### src/hdl/lmrs_pkg.sv
// ----------------------------------------------------------------------------
// lmrs_pkg: shared types and constants of the LED matrix row scan driver
// Holds the item structs, the operation codes and the controller interface.
// ----------------------------------------------------------------------------
package lmrs_pkg;

    // Operation codes of an input item.
    localparam logic [1:0] C_OP_WRITE = 2'd0;
    localparam logic [1:0] C_OP_SWAP  = 2'd1;
    localparam logic [1:0] C_OP_TICK  = 2'd2;

    // Kinds of result item.
    localparam logic C_KIND_SHIFT = 1'b0;
    localparam logic C_KIND_LATCH = 1'b1;

    // Pixels held in one frame store word.
    localparam int unsigned C_WORD_BITS = 16;
    localparam int unsigned C_BIT_W     = $clog2(C_WORD_BITS);

    typedef struct packed {
        logic [1:0]  opcode;
        logic        plane;
        logic [4:0]  row_index;
        logic        word_index;
        logic [15:0] word_data;
    } t_in_item;

    typedef struct packed {
        logic       kind;
        logic       red_upper_n;
        logic       red_lower_n;
        logic       green_upper_n;
        logic       green_lower_n;
        logic [3:0] row_address;
        logic       last;
    } t_out_item;

    // Commands from the controller to the datapath.
    typedef struct packed {
        logic clr_step;
        logic write;
        logic swap;
        logic tick;
        logic fetch;
        logic shift;
        logic latch;
    } t_cmd;

    // Status from the datapath to the controller.
    typedef struct packed {
        logic clr_done;
        logic out_free;
        logic last_bit;
        logic last_word;
    } t_stat;

endpackage

### src/hdl/led_matrix_row_scan_top.sv
// ----------------------------------------------------------------------------
// led_matrix_row_scan_top: dual-scan red/green LED matrix row scan driver
// Frame store of two bitplanes, optionally double-buffered, scanned out one
// row pair per tick as column shift transfers followed by a row latch.
// ----------------------------------------------------------------------------
//
//  Channel | Handshake                 | Payload
//  --------+---------------------------+-------------------------------------
//  input   | i_in_valid / o_in_stall   | i_in_data  (write, swap or tick item)
//  output  | o_out_valid / i_out_stall | o_out_data (column shift or latch)
//  config  | i_cfg_we                  | i_cfg_wdata (double_buffer_enable)
//
// Write and swap items are taken without stalling the input. A tick stalls the
// input until its row latch has been issued: each 16-pixel word of the row pair
// is read from the frame store through the pair of read ports on each bitplane
// memory and then shifted out pixel by pixel.
// After reset the frame store is zeroed by a clearing pass of
// 2 * PANEL_HEIGHT * (PANEL_WIDTH/16) words (128 by default), during which
// o_in_stall stays high; configuration writes are taken throughout.
// A stall on the output holds the result register and pauses the scan.
//
module led_matrix_row_scan_top #(
    parameter int unsigned PANEL_WIDTH  = 32,
    parameter int unsigned PANEL_HEIGHT = 32
) (
    input  logic                i_clk,
    input  logic                i_rst_n,
    input  logic                i_cfg_we,
    input  logic                i_cfg_wdata,
    input  logic                i_in_valid,
    output logic                o_in_stall,
    input  lmrs_pkg::t_in_item  i_in_data,
    output logic                o_out_valid,
    input  logic                i_out_stall,
    output lmrs_pkg::t_out_item o_out_data
);
    import lmrs_pkg::*;

    // Commands and status between the sequencer and the datapath.
    t_cmd  cmd;
    t_stat stat;

    // The sequencer owns the input handshake and paces the scan against the
    // output register, which the datapath keeps.
    lmrs_ctrl u_ctrl (
        .i_clk      (i_clk),
        .i_rst_n    (i_rst_n),
        .i_in_valid (i_in_valid),
        .i_opcode   (i_in_data.opcode),
        .o_in_stall (o_in_stall),
        .o_cmd      (cmd),
        .i_stat     (stat)
    );

    // The datapath holds the frame store, scan state and result register.
    lmrs_dp #(
        .PANEL_WIDTH  (PANEL_WIDTH),
        .PANEL_HEIGHT (PANEL_HEIGHT)
    ) u_dp (
        .i_clk       (i_clk),
        .i_rst_n     (i_rst_n),
        .i_cfg_we    (i_cfg_we),
        .i_cfg_wdata (i_cfg_wdata),
        .i_in_data   (i_in_data),
        .i_cmd       (cmd),
        .o_stat      (stat),
        .o_out_valid (o_out_valid),
        .i_out_stall (i_out_stall),
        .o_out_data  (o_out_data)
    );

endmodule

### src/hdl/lmrs_ctrl.sv
// ----------------------------------------------------------------------------
// lmrs_ctrl: sequencer of the LED matrix row scan driver
// Runs the clearing pass, takes input items and steps through a row scan.
// ----------------------------------------------------------------------------
module lmrs_ctrl (
    input  logic          i_clk,
    input  logic          i_rst_n,
    input  logic          i_in_valid,
    input  logic [1:0]    i_opcode,
    output logic          o_in_stall,
    output lmrs_pkg::t_cmd o_cmd,
    input  lmrs_pkg::t_stat i_stat
);
    import lmrs_pkg::*;

    typedef enum logic [4:0] {
        S_CLEAR = 5'b00001,
        S_IDLE  = 5'b00010,
        S_FETCH = 5'b00100,
        S_SHIFT = 5'b01000,
        S_LATCH = 5'b10000
    } t_state;

    t_state r_state;
    t_state n_state;
    logic   accept;

    assign o_in_stall = (r_state != S_IDLE);
    assign accept     = i_in_valid && (r_state == S_IDLE);

    always_comb begin
        n_state = r_state;
        o_cmd   = '0;
        case (r_state)
            S_CLEAR: begin
                o_cmd.clr_step = 1'b1;
                if (i_stat.clr_done) begin
                    n_state = S_IDLE;
                end
            end
            S_IDLE: begin
                if (accept) begin
                    case (i_opcode)
                        C_OP_WRITE: o_cmd.write = 1'b1;
                        C_OP_SWAP:  o_cmd.swap  = 1'b1;
                        C_OP_TICK: begin
                            o_cmd.tick = 1'b1;
                            n_state    = S_FETCH;
                        end
                        default: ;
                    endcase
                end
            end
            S_FETCH: begin
                o_cmd.fetch = 1'b1;
                n_state     = S_SHIFT;
            end
            S_SHIFT: begin
                if (i_stat.out_free) begin
                    o_cmd.shift = 1'b1;
                    if (i_stat.last_bit) begin
                        n_state = i_stat.last_word ? S_LATCH : S_FETCH;
                    end
                end
            end
            S_LATCH: begin
                if (i_stat.out_free) begin
                    o_cmd.latch = 1'b1;
                    n_state     = S_IDLE;
                end
            end
            default: n_state = S_IDLE;
        endcase
    end

    always_ff @(posedge i_clk) begin
        if (!i_rst_n) begin
            r_state <= S_CLEAR;
        end else begin
            r_state <= n_state;
        end
    end

endmodule

### src/hdl/lmrs_dp.sv
// ----------------------------------------------------------------------------
// lmrs_dp: datapath of the LED matrix row scan driver
// Frame store per bitplane, scan row, buffer select, pixel shifters and the
// output register.
// ----------------------------------------------------------------------------
module lmrs_dp #(
    parameter int unsigned PANEL_WIDTH  = 32,
    parameter int unsigned PANEL_HEIGHT = 32
) (
    input  logic                 i_clk,
    input  logic                 i_rst_n,
    input  logic                 i_cfg_we,
    input  logic                 i_cfg_wdata,
    input  lmrs_pkg::t_in_item   i_in_data,
    input  lmrs_pkg::t_cmd       i_cmd,
    output lmrs_pkg::t_stat      o_stat,
    output logic                 o_out_valid,
    input  logic                 i_out_stall,
    output lmrs_pkg::t_out_item  o_out_data
);
    import lmrs_pkg::*;

    localparam int unsigned WPR         = PANEL_WIDTH / 16;
    localparam int unsigned HALF        = PANEL_HEIGHT / 2;
    localparam int unsigned BUF_WORDS   = PANEL_HEIGHT * WPR;
    localparam int unsigned DEPTH       = 2 * BUF_WORDS;
    localparam int unsigned ADDR_W      = $clog2(DEPTH);
    localparam int unsigned WC_W        = (WPR > 1) ? $clog2(WPR) : 1;
    localparam logic [ADDR_W-1:0] C_BUF_OFS  = ADDR_W'(BUF_WORDS);
    localparam logic [ADDR_W-1:0] C_WPR      = ADDR_W'(WPR);
    localparam logic [ADDR_W-1:0] C_LAST_ADR = ADDR_W'(DEPTH - 1);

    // One memory per bitplane; each holds both buffers.
    logic [C_WORD_BITS-1:0] mem_red   [DEPTH];
    logic [C_WORD_BITS-1:0] mem_green [DEPTH];

    logic                   r_dbe;
    logic                   n_dbe;
    logic                   r_draw_sel;
    logic                   n_draw_sel;
    logic                   r_show;
    logic                   n_show;
    logic [3:0]             r_scan_row;
    logic [3:0]             n_scan_row;
    logic [3:0]             r_prev;
    logic [3:0]             n_prev;
    logic [WC_W-1:0]        r_word;
    logic [WC_W-1:0]        n_word;
    logic [C_BIT_W-1:0]     r_bit;
    logic [C_BIT_W-1:0]     n_bit;
    logic [ADDR_W-1:0]      r_clr_addr;
    logic [ADDR_W-1:0]      n_clr_addr;
    logic                   r_out_valid;
    logic                   n_out_valid;
    t_out_item              r_out;
    t_out_item              n_out;

    logic [C_WORD_BITS-1:0] r_ru, r_rl, r_gu, r_gl;

    logic                   wr_ok;
    logic [ADDR_W-1:0]      wr_addr;
    logic [5:0]             lower_wide;
    logic [4:0]             upper_row;
    logic [4:0]             lower_row;
    logic [ADDR_W-1:0]      rd_addr_u;
    logic [ADDR_W-1:0]      rd_addr_l;

    function automatic logic [ADDR_W-1:0] f_addr(input logic buf_sel, input logic [4:0] row,
                                                 input logic [WC_W-1:0] word);
        logic [ADDR_W-1:0] base;
        base = buf_sel ? C_BUF_OFS : '0;
        return base + ADDR_W'(row) * C_WPR + ADDR_W'(word);
    endfunction

    // Writes outside the panel are dropped.
    assign wr_ok = ({1'b0, i_in_data.row_index} < 6'(PANEL_HEIGHT))
                && ({1'b0, i_in_data.word_index} < 2'(WPR));
    assign wr_addr = f_addr(r_draw_sel, i_in_data.row_index, WC_W'(i_in_data.word_index));

    assign upper_row  = {1'b0, r_scan_row};
    assign lower_wide = {2'b00, r_scan_row} + 6'(HALF);
    assign lower_row  = (lower_wide >= 6'(PANEL_HEIGHT)) ? upper_row : lower_wide[4:0];
    assign rd_addr_u  = f_addr(r_show, upper_row, r_word);
    assign rd_addr_l  = f_addr(r_show, lower_row, r_word);

    assign o_stat.clr_done  = (r_clr_addr == C_LAST_ADR);
    assign o_stat.out_free  = !r_out_valid || !i_out_stall;
    assign o_stat.last_bit  = (r_bit == C_BIT_W'(C_WORD_BITS - 1));
    assign o_stat.last_word = (r_word == WC_W'(WPR - 1));

    assign o_out_valid = r_out_valid;
    assign o_out_data  = r_out;

    always_comb begin
        n_dbe       = i_cfg_we ? i_cfg_wdata : r_dbe;
        n_draw_sel  = r_draw_sel;
        n_show      = r_show;
        n_scan_row  = r_scan_row;
        n_prev      = r_prev;
        n_word      = r_word;
        n_bit       = r_bit;
        n_clr_addr  = r_clr_addr;
        n_out_valid = r_out_valid && i_out_stall;
        n_out       = r_out;

        if (i_cmd.clr_step && !o_stat.clr_done) begin
            n_clr_addr = r_clr_addr + 1'b1;
        end
        if (i_cmd.swap && r_dbe) begin
            n_draw_sel = !r_draw_sel;
        end
        if (i_cmd.tick) begin
            n_prev     = r_scan_row;
            n_scan_row = (r_scan_row == 4'd0) ? 4'(HALF - 1) : r_scan_row - 4'd1;
            n_show     = r_dbe ? !r_draw_sel : r_draw_sel;
            n_word     = '0;
        end
        if (i_cmd.fetch) begin
            n_bit = '0;
        end
        if (i_cmd.shift) begin
            n_bit               = r_bit + 1'b1;
            n_out_valid         = 1'b1;
            n_out.kind          = C_KIND_SHIFT;
            n_out.red_upper_n   = ~r_ru[C_WORD_BITS-1];
            n_out.red_lower_n   = ~r_rl[C_WORD_BITS-1];
            n_out.green_upper_n = ~r_gu[C_WORD_BITS-1];
            n_out.green_lower_n = ~r_gl[C_WORD_BITS-1];
            n_out.row_address   = r_prev;
            n_out.last          = 1'b0;
            if (o_stat.last_bit && !o_stat.last_word) begin
                n_word = r_word + 1'b1;
            end
        end
        if (i_cmd.latch) begin
            n_out_valid         = 1'b1;
            n_out.kind          = C_KIND_LATCH;
            n_out.red_upper_n   = 1'b0;
            n_out.red_lower_n   = 1'b0;
            n_out.green_upper_n = 1'b0;
            n_out.green_lower_n = 1'b0;
            n_out.row_address   = r_scan_row;
            n_out.last          = 1'b1;
        end
    end

    // Frame store ports and the pixel shifters that take its read data.
    always_ff @(posedge i_clk) begin
        if (i_cmd.clr_step) begin
            mem_red[r_clr_addr]   <= '0;
            mem_green[r_clr_addr] <= '0;
        end else if (i_cmd.write && wr_ok) begin
            if (i_in_data.plane) begin
                mem_green[wr_addr] <= i_in_data.word_data;
            end else begin
                mem_red[wr_addr] <= i_in_data.word_data;
            end
        end
        if (i_cmd.fetch) begin
            r_ru <= mem_red[rd_addr_u];
            r_rl <= mem_red[rd_addr_l];
            r_gu <= mem_green[rd_addr_u];
            r_gl <= mem_green[rd_addr_l];
        end else if (i_cmd.shift) begin
            r_ru <= {r_ru[C_WORD_BITS-2:0], 1'b0};
            r_rl <= {r_rl[C_WORD_BITS-2:0], 1'b0};
            r_gu <= {r_gu[C_WORD_BITS-2:0], 1'b0};
            r_gl <= {r_gl[C_WORD_BITS-2:0], 1'b0};
        end
    end

    always_ff @(posedge i_clk) begin
        if (!i_rst_n) begin
            r_dbe       <= 1'b0;
            r_draw_sel  <= 1'b0;
            r_show      <= 1'b0;
            r_scan_row  <= '0;
            r_prev      <= '0;
            r_word      <= '0;
            r_bit       <= '0;
            r_clr_addr  <= '0;
            r_out_valid <= 1'b0;
        end else begin
            r_dbe       <= n_dbe;
            r_draw_sel  <= n_draw_sel;
            r_show      <= n_show;
            r_scan_row  <= n_scan_row;
            r_prev      <= n_prev;
            r_word      <= n_word;
            r_bit       <= n_bit;
            r_clr_addr  <= n_clr_addr;
            r_out_valid <= n_out_valid;
        end
    end

    always_ff @(posedge i_clk) begin
        r_out <= n_out;
    end

endmodule

### config.mk
export PLATFORM = sky130hd
export DESIGN_NAME = led_matrix_row_scan_top
export DESIGN_NICKNAME = d
export VERILOG_FILES = /design/src/hdl/lmrs_pkg.sv /design/src/hdl/led_matrix_row_scan_top.sv /design/src/hdl/lmrs_ctrl.sv /design/src/hdl/lmrs_dp.sv
export SDC_FILE = /design/constraint.sdc
export NUM_CORES = 2
export LEC_CHECK = 0
export BUFFER_PORTS_ARGS = -buffer_cell sky130_fd_sc_hd__buf_2
export CAP_MARGIN = 20
export CORE_ASPECT_RATIO = 0.75
export CORE_MARGIN = 2
export CORE_UTILIZATION = 24
export DETAILED_ROUTE_END_ITERATION = 8
export PLACE_DENSITY = 0.34
export SLEW_MARGIN = 20
export SYNTH_ARGS = -nofsm -noshare
export SYNTH_HDL_FRONTEND = slang
export SYNTH_SLANG_ARGS = --single-unit
### constraint.sdc
create_clock -name i_clk -period 9.6 [get_ports i_clk]
set_input_delay 0 -clock i_clk [delete_from_list [all_inputs] [get_ports i_clk]]
set_output_delay 0 -clock i_clk [all_outputs]
set_load 0.005 [all_outputs]
Word level (Yosys, flattened, before mapping)
Memories as Yosys holds them, arrays and structs flattened.
Cells that the tools add are included.
{ "totals": {"register_bits": 102, "word_cells": 128, "ramBits": 4096, "n_memories": 2, "in_bits": 31, "out_inout_bits": 12} }
{ "mem_list": {"columns": ["memory", "words", "width", "rd", "rd_ports_with_merged_regs", "wr", "line", "rtl"], "rows": [
  ["u_dp.mem_green", 128, 16, 2, 0, 1, "lmrs_dp.sv:35", "logic [C_WORD_BITS-1:0] mem_green [DEPTH];"],
  ["u_dp.mem_red", 128, 16, 2, 0, 1, "lmrs_dp.sv:34", "logic [C_WORD_BITS-1:0] mem_red [DEPTH];"]
]} }
{ "op_classes": {"addsub": 11, "n_eq_ne": 16, "magnitude_cmp": 1, "n_bitwise": 4, "n_mux": 56, "n_reduce_logical": 18} }
{ "op_table": {"columns": ["op", "count"], "rows": [
  ["$mux W16", 10],
  ["$mux W5", 10],
  ["$reduce_or A16 Y1", 2],
  ["$mux W7", 4],
  ["$mux W1", 26],
  ["$pmux W5 S5", 1],
  ["$add A7 B1 Y7", 3],
  ["$add A7 B6 Y7", 2],
  ["$mux W4", 3],
  ["$add A7 B1 Y7 const B", 1],
  ["$add A7 B5 Y7", 1],
  ["$eq A7 B7 Y1 const B", 1],
  ["$add A4 B5 Y6 const B", 1],
  ["$ge A6 B6 Y1 const B", 1],
  ["$mux W3", 2],
  ["$ne A2 B1 Y1 const B", 3],
  ["$ne A2 B2 Y1 const B", 3],
  ["$reduce_and A6 Y1", 1],
  ["$eq A5 B1 Y1 const B", 1],
  ["$eq A5 B2 Y1 const B", 1],
  ["$eq A5 B3 Y1 const B", 1],
  ["$eq A5 B4 Y1 const B", 1],
  ["$eq A5 B5 Y1 const B", 1],
  ["$logic_and A1 B1 Y1", 5],
  ["13 further kinds", 21]
]} }

Logic depth before layout (Yosys ltp)
{ "depth": {"depth_word": 9, "ltp_mapped": 11, "depth_no_buf": 6} }

By module
A second synthesis with hierarchy kept.
{ "hier_totals": {"cells_unflattened": 7491, "area_unflattened_um2": 162136.8} }
{ "modules_own_cells": {"columns": ["module", "area_per_inst_um2", "cells_per_inst", "seq_area_each_um2", "n_inst"], "rows": [
  ["lmrs_dp", 161805.2, 7449, 125620.5, 1],
  ["lmrs_ctrl", 331.6, 42, 100.1, 1]
]} }

Worst setup path before layout
OpenSTA, ideal clock, no wires.
{ "synth_path": {"path_kind": "reg2reg", "from": "reg u_ctrl.r_state[4]", "to": "mem u_dp.mem_green[0][10], data pin", "setup_ps": 537, "t_required_ps": 9063, "path_slack_ps": 5353, "path_stages_with_launch": 9, "synth_period_minus_slack_ps": 4247, "path_buffers": 5, "t_arrival_ps": 3710, "path_cell_list": "dfxtp_1 -> buf_6 -> or3_1 -> buf_2 -> nor4_4 -> buf_2 -> buf_2 -> clkbuf_1 -> and3_1"} }
{ "synth_between": {"elab_chain_cells": 9, "word_cells_on_any_way": 11, "classes_between": "eq/ne: 2; mux: 7; reduce/logical: 2"} }
{ "synth_lines": {"columns": ["element", "line", "rtl"], "rows": [
  ["start, declared", "lmrs_ctrl.sv:24", "t_state r_state;"],
  ["start signal, assigned", "lmrs_ctrl.sv:80", "r_state <= n_state;"],
  ["$eq A5 B2 Y1", "lmrs_ctrl.sv:29, lmrs_ctrl.sv:34", null],
  ["$logic_and A1 B1 Y1", "lmrs_ctrl.sv:29", "assign accept = i_in_valid && (r_state == S_IDLE);"],
  ["$mux W3", "lmrs_ctrl.sv:42", "if (accept) begin"],
  ["$mux W3", "lmrs_ctrl.sv:34", "case (r_state)"],
  ["$mux W1", "lmrs_dp.sv:152", "end else if (i_cmd.write && wr_ok) begin"],
  ["$mux W1 *", "lmrs_dp.sv:149", "if (i_cmd.clr_step) begin"],
  ["$mux W1 (implied by the code) *", "lmrs_dp.sv:154", "mem_green[wr_addr] <= i_in_data.word_data;"],
  ["$reduce_or A16 Y1 (no line) *", null, null],
  ["$mux W16 (no line) *", null, null],
  ["end, declared", "lmrs_dp.sv:35", null]
]} }
Mark *: on every way between the ends. The rest lies on a longest branch, timed or not.

Worst setup path after layout
{ "layout_path": {"from": "reg u_dp.r_word", "to": "reg u_dp.r_gl[4], data pin"} }
{ "layout_between": {"elab_chain_cells": 3} }
{ "layout_lines": {"columns": ["element", "line", "rtl"], "rows": [
  ["start, declared", "lmrs_dp.sv:47", "logic [WC_W-1:0] r_word;"],
  ["start signal, assigned", "lmrs_dp.sv:189", "r_word <= n_word;"],
  ["$add A7 B1 Y7", "lmrs_dp.sv:72", "return base + ADDR_W'(row) * C_WPR + ADDR_W'(word);"],
  ["$mem_v2 Z128 W16", null, null],
  ["$mux W16", "lmrs_dp.sv:159", "if (i_cmd.fetch) begin"],
  ["end signal, assigned", "lmrs_dp.sv:163", "r_gl <= mem_green[rd_addr_l];"],
  ["end signal, assigned", "lmrs_dp.sv:168", "r_gl <= {r_gl[C_WORD_BITS-2:0], 1'b0};"],
  ["end, declared", "lmrs_dp.sv:58", "logic [C_WORD_BITS-1:0] r_ru, r_rl, r_gu, r_gl;"]
]} }
No other way between the ends.
A chain may end at the register's enable or synchronous reset.

==> results.sh <==
export IMPL_finalCriticalPeriod_ps=5100
export IMPL_routed_top_layer="met5"
export IMPL_netlist_area_um2=162000
export IMPL_fill_cells=66200
export IMPL_seqCellArea_um2=126000
export IMPL_area_growth_synth_to_final_pct=17.9
export IMPL_drt_first_pass_iters=6
export IMPL_postSynth_asyncResetShare_pct=0
export IMPL_post_synthesis_share_of_cell_area_spent_on_full_adders_half_adders_and_majority_gates_pct=0.0231
export IMPL_cts_setup_buffers=0
export IMPL_count_of_state_elements_after_synthesis=4198
export IMPL_relSlewSlack_pct=9.94
export IMPL_routed_via_density=4.73
export IMPL_finalClockSkew_ps=85.8
export IMPL_gp_congestion=0.761
export IMPL_p_total_uw=38500
export IMPL_final_setup_viol_count=0
export IMPL_synth_most_common_cell="sky130_fd_sc_hd__edfxtp_1"
export IMPL_timing_max_cap_violations=0
export IMPL_post_cts_resized_instances=0
export IMPL_critical_path_cell_chain="buf_12 -> buf_12 -> mux4_2 -> mux2_2 -> a2111oi_2 -> a211oi_1 -> a221o_1"
export IMPL_tritoncts="done"
export IMPL_maximum_resistive_drop_on_vdd_mv=0.221
export IMPL_synth_cell_type_count=71
export IMPL_clock_path_buffers=4
export IMPL_ys_top_cells_by_area="sky130_fd_sc_hd__edfxtp_1, sky130_fd_sc_hd__mux4_2, sky130_fd_sc_hd__mux2i_1"
export IMPL_final_core_utilization_pct=28.4
export IMPL_globalRoute_totalOverflow=0
export IMPL_timing_worst_slew_pin_value_ps=1340
export IMPL_drc_errors=0
export IMPL_wl_per_cell_um=33.4
export IMPL_multiInputGateArea_um2=36200
export IMPL_io_buffers=42
export IMPL_wl_met2_mm=253
export IMPL_clk_pin_slew_worst_paths_ps=60
export IMPL_dieArea_um2=684000
export IMPL_post_route_period_util_pct=53.1
export IMPL_final_antenna_net_count=0
export IMPL_crit_path_frequent_cell="sky130_fd_sc_hd__buf_12"
export IMPL_met1Wirelength_mm=279
export IMPL_yosysSeqAreaShare_pct=77.4
export IMPL_cpPeakStageDelay_ps=870
export IMPL_h_tree_depth=5
export IMPL_critical_path_required_ps=10410
export IMPL_grt_first_pass_wirelength_mm=780
export IMPL_post_synth_mux_area_share_pct=15.4
export IMPL_worstPathMaxFanout=72
export IMPL_die_w_um=954
export IMPL_cts_made_buffers=462
export IMPL_cts_sinks=4198
export IMPL_synth_simple_gate_area_share_pct=2.19
export IMPL_max_clock_freq_ghz=0.196
export IMPL_floorplan_initialDensity_pct=24.1
export IMPL_synth_area_leader_cell="sky130_fd_sc_hd__edfxtp_1"
export IMPL_syn_mean_instance_area_um2=21.1
export IMPL_slew_viol_final=0
export IMPL_drive_above_1_share_pct=26.9
export IMPL_worstSetupPathType="reg -> reg"
export IMPL_critPathArrivalTime_ps=5910
export IMPL_total_via_count_after_detailed_routing=83000
export IMPL_start_kind="flop"
export IMPL_synth_compound_area_share_pct=3.59
export IMPL_worstSkewPairLatency_ps=1080
export IMPL_pin_count_of_the_biggest_net_entering_global_routing=104
export IMPL_finalSetupTns_ps=0
export IMPL_total_i_o_pin_count=43
export IMPL_rsz0062_at_grt="false"
export IMPL_synth_enable_flop_cells=4164
export IMPL_grt_pass1_vias=83700
export IMPL_hpwlAfterDp_mm=355
export IMPL_power_density_nw_per_um2=201
export IMPL_synthesis_nets=7747
export IMPL_synth_cells=7713
export IMPL_detail_route_wirelength_mm=587
export IMPL_endpoints_failing_hold=0
export IMPL_synth_yosys_warnings=0
export IMPL_run_status="finished, final reports clean"
export IMPL_ys_dominant_reg_cell="sky130_fd_sc_hd__edfxtp_1"
export IMPL_grt_util_all_layers_pct=16.7
export IMPL_starting_drc_count_in_detailed_routing=9934
export IMPL_dominant_combinational_cell_family_by_area_after_synthesis="multiplexers"
export IMPL_netlist_top_cells_count="sky130_fd_sc_hd__edfxtp_1, sky130_fd_sc_hd__mux4_2, sky130_fd_sc_hd__mux2i_1"
export IMPL_yosysTopAreaCellShare_pct=77.0
export IMPL_cellLeakagePower_uw=0.0535
export IMPL_die_height_um=717
export IMPL_fp_coreArea_um2=674000
export IMPL_met3WireLength_mm=42.8
export IMPL_ctsRootBufferMaster="sky130_fd_sc_hd__clkbuf_16"
export IMPL_worstSetupEndpointType="flop"
export IMPL_worstHoldPathType="in -> reg"
export IMPL_antenna_found_initial=98
export IMPL_slowest_stage="sky130_fd_sc_hd__a2111oi_2"
export IMPL_rows=261
export IMPL_finish_net_count=8223
export IMPL_synth_xor_area_share_pct=0.0485
-- state kept, by name, indices dropped and copies added (netlist names), 5 cells and up --
register,cells
u_dp.mem_green,2048
u_dp.mem_red,2048
u_dp.r_clr_addr,7
u_ctrl.r_state,5
u_dp.r_gl,16
u_dp.o_out_data,9
u_dp.r_ru,16
u_dp.r_rl,16
u_dp.r_gu,16
-- kinds of logic (layout without fill, tap and decap cells) --
family                     after synthesis  in the layout
xor gates and xnor gates                 9              9
and+or+nand+nor                        796            796
other                                    0             31
muxes                                 1443           1443
adders and majority gates                3              3
DFF                                   4198           4198
AOI/OAI and AO/OA                      778            778
buffers and inverters                  486           1353
-- critical path: cells and delay by family (launching register included) --
kind / cells / cell delay, ps
AOI/OAI and AO/OA: 3 / 1600
buffers and inverters: 2 / 1070
DFF: 1 / 860
muxes: 2 / 940
-- report_power, final --
part,switching (uW),leakage (uW),internal [uW]
Sequential,63.0,0.0360,20100
Combinational,928,0.0105,290
Clock,7540,0.00699,9570
-- cell type report --
type	count	share of cell area [%]
antenna	31	0.0405
clock buffer	581	6.39
clock inverter	274	1.06
inverter	15	0.0366
multi-input combinational	3029	18.9
sequential	4198	65.7
tap	8942	5.84
timing repair buffer	483	2.10
-- per-stage QoR --
step	cells	hold WS (ps)	cell area, um2	worst slack (ps)
floorplan	7713	61.9	162000	5350
global placement	16600	239	176000	3090
detailed placement	16600	247	177000	4610
CTS	17500	28.6	191000	4630
global route	17500	55.9	191000	4450
finish	17600	94.0	192000	4500
-- path summary, 6_finish.rpt --
check                                    from                      to  slack, ps  cells past startpoint
worst max-delay path              u_dp.r_word            u_dp.r_gl[4]       4500                      7
worst min-delay path             i_in_data[1]  u_dp.mem_green[115][1]         90                      3
worst max register to register    u_dp.r_word            u_dp.r_gl[4]       4500                      7
worst min register to register  u_dp.r_bit[3]           u_dp.r_bit[3]        470                      1
-- what timing repair did --
action | CTS | global route
hold buffers | 42 | 0
endpoints found under the setup margin | 0 | 0
hold endpoints to repair | 2015 | 0
-- layer usage --
metal / up-vias / track usage, %
met5: - / 0
met4: 8 / 3.44
li1: 33500 / -
met3: 610 / 3.86
met1: 46000 / 25.0
met2: 2893 / 24.7
-- cells in the final DEF (no fill, tap or decap), types with 19 or more instances in the layout --
master,n
sky130_fd_sc_hd__edfxtp_1,4164
sky130_fd_sc_hd__mux4_2,837
sky130_fd_sc_hd__mux2i_1,536
sky130_fd_sc_hd__clkbuf_16,468
sky130_fd_sc_hd__buf_4,359
sky130_fd_sc_hd__nand2_1,222
sky130_fd_sc_hd__nor2_1,141
sky130_fd_sc_hd__clkinv_1,128
sky130_fd_sc_hd__a21oi_1,119
sky130_fd_sc_hd__nor2_2,109
sky130_fd_sc_hd__nor2_4,107
sky130_fd_sc_hd__clkbuf_1,103
sky130_fd_sc_hd__a22oi_1,95
sky130_fd_sc_hd__clkinv_2,89
sky130_fd_sc_hd__a221oi_1,77
sky130_fd_sc_hd__a211oi_1,74
sky130_fd_sc_hd__o221ai_1,66
sky130_fd_sc_hd__mux2_2,61
sky130_fd_sc_hd__o22ai_1,55
sky130_fd_sc_hd__o21ai_0,53
sky130_fd_sc_hd__a221o_1,52
sky130_fd_sc_hd__buf_2,45
sky130_fd_sc_hd__dlygate4sd3_1,42
sky130_fd_sc_hd__and3_4,32
sky130_fd_sc_hd__diode_2,31
sky130_fd_sc_hd__dfxtp_1,29
sky130_fd_sc_hd__nand3_1,27
sky130_fd_sc_hd__buf_12,25
sky130_fd_sc_hd__nor3_1,24
sky130_fd_sc_hd__o211ai_1,22
sky130_fd_sc_hd__bufinv_16,22
sky130_fd_sc_hd__nor4_1,19
No activity file was read; power rests on OpenSTA's default activity.
